`src/rtl/core/mqtt_unsub_pkg.sv`:
```
`default_nettype none

package mqtt_unsub_pkg;

  localparam int unsigned ByteW   = 8;
  localparam int unsigned LenW    = 28;
  localparam int unsigned IdW     = 16;
  localparam int unsigned KindW   = 2;
  localparam int unsigned StatusW = 2;
  localparam int unsigned GroupW  = 7;

  localparam logic [KindW-1:0] KIND_ID    = 2'd0;
  localparam logic [KindW-1:0] KIND_BYTE  = 2'd1;
  localparam logic [KindW-1:0] KIND_EMPTY = 2'd2;
  localparam logic [KindW-1:0] KIND_END   = 2'd3;

  localparam logic [StatusW-1:0] ST_OK       = 2'd0;
  localparam logic [StatusW-1:0] ST_TOO_LONG = 2'd1;
  localparam logic [StatusW-1:0] ST_EARLY    = 2'd2;

  typedef struct packed {
    logic [KindW-1:0]   kind;
    logic [ByteW-1:0]   header;
    logic [LenW-1:0]    rem_len;
    logic [IdW-1:0]     pkt_id;
    logic [ByteW-1:0]   tbyte;
    logic               tlast;
    logic               mlast;
    logic [StatusW-1:0] status;
  } result_t;

endpackage

`default_nettype wire

```
`src/rtl/core/mqtt_unsubscribe_packet_parser.sv`:
```
`default_nettype none

// channel   handshake              payload
// input     in_valid_i/in_ready_o  data_byte_i, end_of_message_i
// output    out_valid_o/out_ready_i result_kind_o .. status_o
//
// one byte is accepted per cycle unless the input stalls; its result, if
// any, shows up in the output register on the next cycle
// the parse state machine updates on the accepting edge, so throughput is
// one byte per cycle, limited by the single output register
// the input stalls only while a result sits in the output register and is
// not being taken
// reset clears the parse state to the fixed header phase and empties the
// output register

module mqtt_unsubscribe_packet_parser
  import mqtt_unsub_pkg::*;
(
  input  wire logic               clk_i,
  input  wire logic               rst_ni,
  input  wire logic               in_valid_i,
  output logic                    in_ready_o,
  input  wire logic [ByteW-1:0]   data_byte_i,
  input  wire logic               end_of_message_i,
  output logic                    out_valid_o,
  input  wire logic               out_ready_i,
  output logic [KindW-1:0]        result_kind_o,
  output logic [ByteW-1:0]        header_byte_o,
  output logic [LenW-1:0]         remaining_length_o,
  output logic [IdW-1:0]          packet_id_o,
  output logic [ByteW-1:0]        topic_byte_o,
  output logic                    topic_last_o,
  output logic                    message_last_o,
  output logic [StatusW-1:0]      status_o
);

  typedef enum logic [2:0] {
    PH_HEADER,
    PH_LENGTH,
    PH_ID_HIGH,
    PH_ID_LOW,
    PH_TLEN_HIGH,
    PH_TLEN_LOW,
    PH_TOPIC,
    PH_DROP
  } phase_e;

  phase_e           phase_q, phase_d;
  logic [ByteW-1:0] header_q, header_d;
  logic [LenW-1:0]  len_q, len_d;
  logic [1:0]       grp_q, grp_d;
  logic [ByteW-1:0] id_hi_q, id_hi_d;
  logic [IdW-1:0]   pkt_id_q, pkt_id_d;
  logic [ByteW-1:0] tlen_hi_q, tlen_hi_d;
  logic [IdW-1:0]   tleft_q, tleft_d;

  logic             out_valid_q;
  result_t          res_q;
  result_t          res_d;
  logic             emit;
  logic             in_fire;
  logic             eom;
  logic [LenW-1:0]  grp_val;
  logic [IdW-1:0]   tlen;
  logic             tlast;

  assign in_ready_o = !out_valid_q || out_ready_i;
  assign in_fire    = in_valid_i && in_ready_o;
  assign eom        = end_of_message_i;
  assign tlen       = {tlen_hi_q, data_byte_i};
  assign tlast      = (tleft_q <= IdW'(1));

  always_comb begin
    unique case (grp_q)
      2'd0:    grp_val = LenW'(data_byte_i[GroupW-1:0]);
      2'd1:    grp_val = LenW'(data_byte_i[GroupW-1:0]) << GroupW;
      2'd2:    grp_val = LenW'(data_byte_i[GroupW-1:0]) << (2 * GroupW);
      default: grp_val = LenW'(data_byte_i[GroupW-1:0]) << (3 * GroupW);
    endcase
  end

  always_comb begin
    phase_d   = phase_q;
    header_d  = header_q;
    len_d     = len_q;
    grp_d     = grp_q;
    id_hi_d   = id_hi_q;
    pkt_id_d  = pkt_id_q;
    tlen_hi_d = tlen_hi_q;
    tleft_d   = tleft_q;
    emit      = 1'b0;
    res_d.kind   = KIND_END;
    res_d.tbyte  = '0;
    res_d.tlast  = 1'b0;
    res_d.mlast  = 1'b1;
    res_d.status = ST_EARLY;
    unique case (phase_q)
      PH_HEADER: begin
        header_d = data_byte_i;
        len_d    = '0;
        grp_d    = '0;
        pkt_id_d = '0;
        if (eom) begin
          emit = 1'b1;
        end else begin
          phase_d = PH_LENGTH;
        end
      end
      PH_LENGTH: begin
        len_d = len_q + grp_val;
        if (eom) begin
          emit    = 1'b1;
          phase_d = PH_HEADER;
        end else if (!data_byte_i[ByteW-1]) begin
          phase_d = PH_ID_HIGH;
        end else if (grp_q == 2'd3) begin
          phase_d = PH_DROP;
        end else begin
          grp_d = grp_q + 2'd1;
        end
      end
      PH_ID_HIGH: begin
        id_hi_d = data_byte_i;
        if (eom) begin
          emit    = 1'b1;
          phase_d = PH_HEADER;
        end else begin
          phase_d = PH_ID_LOW;
        end
      end
      PH_ID_LOW: begin
        pkt_id_d     = {id_hi_q, data_byte_i};
        emit         = 1'b1;
        res_d.kind   = KIND_ID;
        res_d.mlast  = eom;
        res_d.status = ST_OK;
        phase_d      = eom ? PH_HEADER : PH_TLEN_HIGH;
      end
      PH_TLEN_HIGH: begin
        tlen_hi_d = data_byte_i;
        if (eom) begin
          emit    = 1'b1;
          phase_d = PH_HEADER;
        end else begin
          phase_d = PH_TLEN_LOW;
        end
      end
      PH_TLEN_LOW: begin
        if (tlen == '0) begin
          emit         = 1'b1;
          res_d.kind   = KIND_EMPTY;
          res_d.mlast  = eom;
          res_d.status = ST_OK;
          phase_d      = eom ? PH_HEADER : PH_TLEN_HIGH;
        end else if (eom) begin
          emit    = 1'b1;
          phase_d = PH_HEADER;
        end else begin
          tleft_d = tlen;
          phase_d = PH_TOPIC;
        end
      end
      PH_TOPIC: begin
        emit         = 1'b1;
        res_d.kind   = KIND_BYTE;
        res_d.tbyte  = data_byte_i;
        res_d.tlast  = tlast;
        res_d.mlast  = eom;
        res_d.status = (eom && !tlast) ? ST_EARLY : ST_OK;
        tleft_d      = tlast ? '0 : tleft_q - IdW'(1);
        if (eom) begin
          phase_d = PH_HEADER;
        end else begin
          phase_d = tlast ? PH_TLEN_HIGH : PH_TOPIC;
        end
      end
      default: begin
        if (grp_q == 2'd3) begin
          emit         = 1'b1;
          res_d.mlast  = eom;
          res_d.status = ST_TOO_LONG;
          grp_d        = '0;
        end
        if (eom) begin
          phase_d = PH_HEADER;
        end
      end
    endcase
    res_d.header  = header_d;
    res_d.rem_len = len_d;
    res_d.pkt_id  = pkt_id_d;
  end

  always_ff @(posedge clk_i or negedge rst_ni) begin
    if (!rst_ni) begin
      phase_q     <= PH_HEADER;
      header_q    <= '0;
      len_q       <= '0;
      grp_q       <= '0;
      id_hi_q     <= '0;
      pkt_id_q    <= '0;
      tlen_hi_q   <= '0;
      tleft_q     <= '0;
      out_valid_q <= 1'b0;
      res_q       <= '0;
    end else begin
      if (in_fire) begin
        phase_q   <= phase_d;
        header_q  <= header_d;
        len_q     <= len_d;
        grp_q     <= grp_d;
        id_hi_q   <= id_hi_d;
        pkt_id_q  <= pkt_id_d;
        tlen_hi_q <= tlen_hi_d;
        tleft_q   <= tleft_d;
      end
      if (in_ready_o) begin
        out_valid_q <= in_fire && emit;
      end
      if (in_fire && emit) begin
        res_q <= res_d;
      end
    end
  end

  assign out_valid_o        = out_valid_q;
  assign result_kind_o      = res_q.kind;
  assign header_byte_o      = res_q.header;
  assign remaining_length_o = res_q.rem_len;
  assign packet_id_o        = res_q.pkt_id;
  assign topic_byte_o       = res_q.tbyte;
  assign topic_last_o       = res_q.tlast;
  assign message_last_o     = res_q.mlast;
  assign status_o           = res_q.status;

  a_eom_restarts: assert property (@(posedge clk_i) disable iff (!rst_ni)
    in_fire && eom |=> phase_q == PH_HEADER)
    else $error("message end did not return to fixed header phase");

  a_topic_fields: assert property (@(posedge clk_i) disable iff (!rst_ni)
    out_valid_o && result_kind_o != KIND_BYTE |-> !topic_last_o && topic_byte_o == '0)
    else $error("topic fields set on a non topic result");

  a_too_long_kind: assert property (@(posedge clk_i) disable iff (!rst_ni)
    out_valid_o && status_o == ST_TOO_LONG |-> result_kind_o == KIND_END)
    else $error("length error on wrong result kind");

  a_early_last: assert property (@(posedge clk_i) disable iff (!rst_ni)
    out_valid_o && status_o == ST_EARLY |-> message_last_o)
    else $error("early end without message end");

endmodule

`default_nettype wire
```
`config.mk`:
```
export PLATFORM = sky130hd
export DESIGN_NAME = mqtt_unsubscribe_packet_parser
export DESIGN_NICKNAME = d
export VERILOG_FILES = /design/src/rtl/core/mqtt_unsub_pkg.sv /design/src/rtl/core/mqtt_unsubscribe_packet_parser.sv
export SDC_FILE = /design/constraint.sdc
export NUM_CORES = 1
export LEC_CHECK = 0
export BUFFER_PORTS_ARGS = -buffer_cell sky130_fd_sc_hd__clkbuf_2
export CAP_MARGIN = 40
export CORE_UTILIZATION = 44
export DETAILED_ROUTE_END_ITERATION = 7
export GPL_ROUTABILITY_DRIVEN = 1
export GPL_TIMING_DRIVEN = 1
export SLEW_MARGIN = 30
export SYNTH_ARGS = -nofsm -noshare
export SYNTH_HDL_FRONTEND = slang
export SYNTH_SLANG_ARGS = --single-unit
```
`constraint.sdc`:
```
create_clock -name clk_i -period 7.11 [get_ports clk_i]
set_clock_uncertainty 0.1 [all_clocks]
set_input_delay 2.133 -clock clk_i [delete_from_list [all_inputs] [get_ports clk_i]]
set_output_delay 2.133 -clock clk_i [all_outputs]
set_load 0.01 [all_outputs]
```
Word level (Yosys, flattened, before mapping) --
Index checks and enable logic that the tools add are counted. Widths: inputs -> output; s select.
Storage, ports and cells: flip-flop bits (word level) 156, logic and storage cells 95, input bits 13, output and inout port bits 68
Operators by class: multiplexer cells 37, add/sub/neg operators 3, bitwise operators 1, reductions and logical operators 20, order comparisons 1, equality and inequality tests 16
Operator list (count):
- $pmux 28 s3 | 1
- $pmux 16 s2 | 2
- $pmux 28 s2 | 1
- $mux 16 | 3
- $mux 3 | 12
- $add 28x28->28 | 1
- $pmux 3 s7 | 1
- $le 16x1->1 const B | 1
- $logic_not 16->1 | 1
- $sub 16x1->16 const B | 1
- $mux 2 | 7
- $ne 2x2->1 const B | 6
- $pmux 2 s3 | 2
- $pmux 3 s4 | 1
- $eq 3x3->1 const B | 3
- $mux 9 | 1
- $mux 8 | 1
- $reduce_and 4->1 | 2
- $reduce_bool 8->1 | 1
- $eq 3x2->1 const B | 2
- $reduce_and 6->1 | 1
- $reduce_or 5->1 | 1
- $eq 2x2->1 const B | 2
- $mux 1 | 4
- other kinds (16) | 20

Depth between registers and ports, before layout --
depth after elaboration 5, depth in mapped cells 13, gate-level depth less buffers 13

Worst setup path after synthesis --
Ideal clock, no wire load.
kind input port to output port, start input out_ready_i, end output in_ready_o, required time 4.877 ns, arrival 2.324 ns, slack 2.553 ns, stages on the path 1, path buffers 0, path through nand2b_1
On the way: longest elaborated chain between the ends 1
RTL lines:
- start: declaration | RTL line mqtt_unsubscribe_packet_parser.sv:26 | input wire logic out_ready_i,
- $logic_or 1x1->1 | RTL line mqtt_unsubscribe_packet_parser.sv:67 | assign in_ready_o = !out_valid_q || out_ready_i;
- end: declaration | RTL line mqtt_unsubscribe_packet_parser.sv:22 | output logic in_ready_o,
Every way passes these cells.

Worst setup path in the final report --
Same ends and word-level chain as after synthesis.

==> results_dict.tcl <==
set metrics [dict create \
    grt.total_usage 0.2401 \
    max_slew_margin 0.4325 \
    place_area_um2 9316 \
    synth-compound-area-share 0.2107 \
    cts_buffer_depth 2 \
    grt_max_degree 113 \
    antenna_left 0 \
    start_util 0.4500 \
    synth-xor-area-share 0.02700 \
    die_w_um 143.1 \
    ctsHoldBuffers 0 \
    nNetsFinal 1047 \
    setup_tns_ps 0 \
    cts_made_buffers 17 \
    crit_required_ps 4880 \
    r2r_end "remaining_length_o[24]" \
    routed_wl_um 23880 \
    grt_pass1_wl_um 37650 \
    cp_max_fo 4 \
    cts_tree "yes" \
    synth-main-ff-cell "dfrtp_1" \
    ys_ff_latch 156 \
    synth_top_family_by_area "compound AO/OA/AOI/OAI gates" \
    synthArstFlopShare 1.000 \
    yosys.area_share.simple 0.1825 \
    dr.pass1.iters 5 \
    cts_resized 0 \
    antenna_found_initial 0 \
    cp-startpoint "out_ready_i" \
    mostFrequentLayoutCells "156 x dfrtp_1, 101 x nand2_1, 98 x nor2_1" \
    layout_commonest_cell "dfrtp_1" \
    vdd_ir_drop_max_mv 0.2206 \
    grt_setup_unrepaired "false" \
    r2r-start "grp_q[0]" \
    reg2regPathDepth 12 \
    drv_cap 0 \
    vias_per_cell 5.849 \
    hold_violations 0 \
    fin_area_um2 9923 \
    netlist_area_um2 8757 \
    reg2reg_slack_ps 3330 \
    start_kind "input pin" \
    end_kind "output port" \
    netlist_instances 951 \
    endpoint "in_ready_o" \
    diodes 0 \
    criticalPathCategory "in -> out" \
    power.density_nw_per_um2 400.7 \
    yosysWarnings 0 \
    hpwlAfterDp_um 15850 \
    rows 51 \
    ioPinCount 81 \
    crit_arrival_ps 2530 \
    drc 0 \
    ys_seq_area_frac 0.4458 \
    synth_mux_area_frac 0.04343 \
    num_vias 7463 \
    clock-sinks 156 \
    wl_per_cell_um 18.72 \
    grt_pass1_vias 6711 \
    synth_adder_area_share 0.05086 \
    drv_slew 0 \
    grt-ovfl-total 0 \
    fin_crit_sh 0.6704 \
    min_path_type "reg -> reg" \
    clk_pin_slew_worst_paths_ps 60 \
    tightest_slew_ps 848.2 \
    areaGrowthSynthToFinish_pct 13.32 \
    min_period_ps 4767 \
    status "finished, final reports clean" \
    drive_gt1_frac 0.1592 \
    avgSynthCellArea_um2 9.208 \
    cts_setup_buffers 0 \
    synth.distinct_cells 66 \
    drt_iter0_markers 608 \
    io_buffers 80 \
    clk-insertion-delay-late_ps 420 \
    synth_edf_count 0 \
    core-area_um2 19460 \
    setup_viol 0 \
    gp_congestion 0.8937 \
    p_leak_nw 4.653 \
    die_area_um2 20470 \
    synth_nets 999 \
    cts_root_buffer "clkbuf_16" \
    fmax_ghz 0.2098 \
    dieHeight_um 143.1 \
    cts-htree-levels 4 \
]
-- how the worst min path moves through the flow --
| stage | from | cells after the start | slack, ps | endpoint |
|---|---|---|---|---|
| 2_1_floorplan | tleft_q[14] | 2 | 360 | tleft_q[14] |
| 3_3_place_gp | topic_byte_o[3] | 2 | 350 | topic_byte_o[3] |
| 3_5_place_dp | topic_byte_o[3] | 2 | 360 | topic_byte_o[3] |
| 4_1_cts | topic_byte_o[3] | 2 | 370 | topic_byte_o[3] |
| 5_1_grt | topic_byte_o[3] | 2 | 400 | topic_byte_o[3] |
| 6_report | topic_byte_o[3] | 2 | 370 | topic_byte_o[3] |
-- report_power, final --
group	internal [mW]	switching [mW]
Combinational	0.612	0.973
Clock	0.550	0.370
Sequential	1.21	0.258
-- sequential cells by signal, summed over array words and instances (netlist names) --
name,flops
phase_q,3
result_kind_o,2
topic_byte_o,8
status_o,2
out_valid_o,1
tleft_q,16
remaining_length_o,28
id_hi_q,8
pkt_id_q,16
tlen_hi_q,8
header_byte_o,8
len_q,28
message_last_o,1
packet_id_o,16
topic_last_o,1
header_q,8
grp_q,2
-- per-layer routing --
metal / routed length [um] / part of all wire / GRT usage
met1: 11460 / 0.48 / 0.3517
met2: 10950 / 0.46 / 0.3679
met3: 1175 / 0.049 / 0.03521
met4: 290 / 0.012 / 0.06395
met5: 0 / 0 / 0
-- critical path, cell delays in order --
cell	delay (ps)
clkbuf_2	70
nand2b_1	180
clkbuf_2	150
-- kinds of logic after synthesis --
logic type	Yosys count
and+or+nand+nor	338
AOI/OAI and AO/OA	282
DFF	156
buffers and inverters	78
muxes	35
adders and majority gates	35
xor gates and xnor gates	27
-- Yosys cell counts, types with 15 or more instances --
master      n  share of area
a21oi_1    65          0.037
a221oi_1   25          0.025
a22o_1     22          0.022
and2_1     30          0.021
and3_1     15          0.011
clkbuf_1   42          0.018
dfrtp_1   156           0.45
ha_1       34          0.049
inv_1      15         0.0064
mux2_2     24          0.031
nand2_1   102          0.044
nand3_1    27          0.015
nor2_1     99          0.042
nor3_1     21          0.012
o21ai_0    73          0.042
o21ai_1    21          0.012
xor2_1     16          0.016
-- metrics by stage --
stage / setup slack [ps] / power [mW] / util / hold WS, ps / std cells
after detailed placement: 2045 / 3.041 / 0.4787 / 359.5 / 1244
after global routing: 2294 / 4.249 / 0.5099 / 397.9 / 1276
after floorplan: 2553 / 2.526 / - / 357.8 / 951
final: 2343 / 3.977 / 0.5099 / 369.0 / 1276
after CTS: 2332 / 3.971 / 0.5085 / 373.2 / 1275
after global placement: 2091 / 3.011 / 0.4770 / 352.6 / 1243
-- layout make-up --
| type | count | area (um2) |
|---|---|---|
| clock buffer | 20 | 436.7 |
| clock inverter | 11 | 142.6 |
| fill | 1847 | 9539 |
| inverter | 16 | 60.06 |
| multi-input combinational | 717 | 4516 |
| sequential | 156 | 3904 |
| tap | 265 | 331.6 |
| timing repair buffer | 91 | 533.0 |
Note: power is estimated with default switching activity, not from simulation.
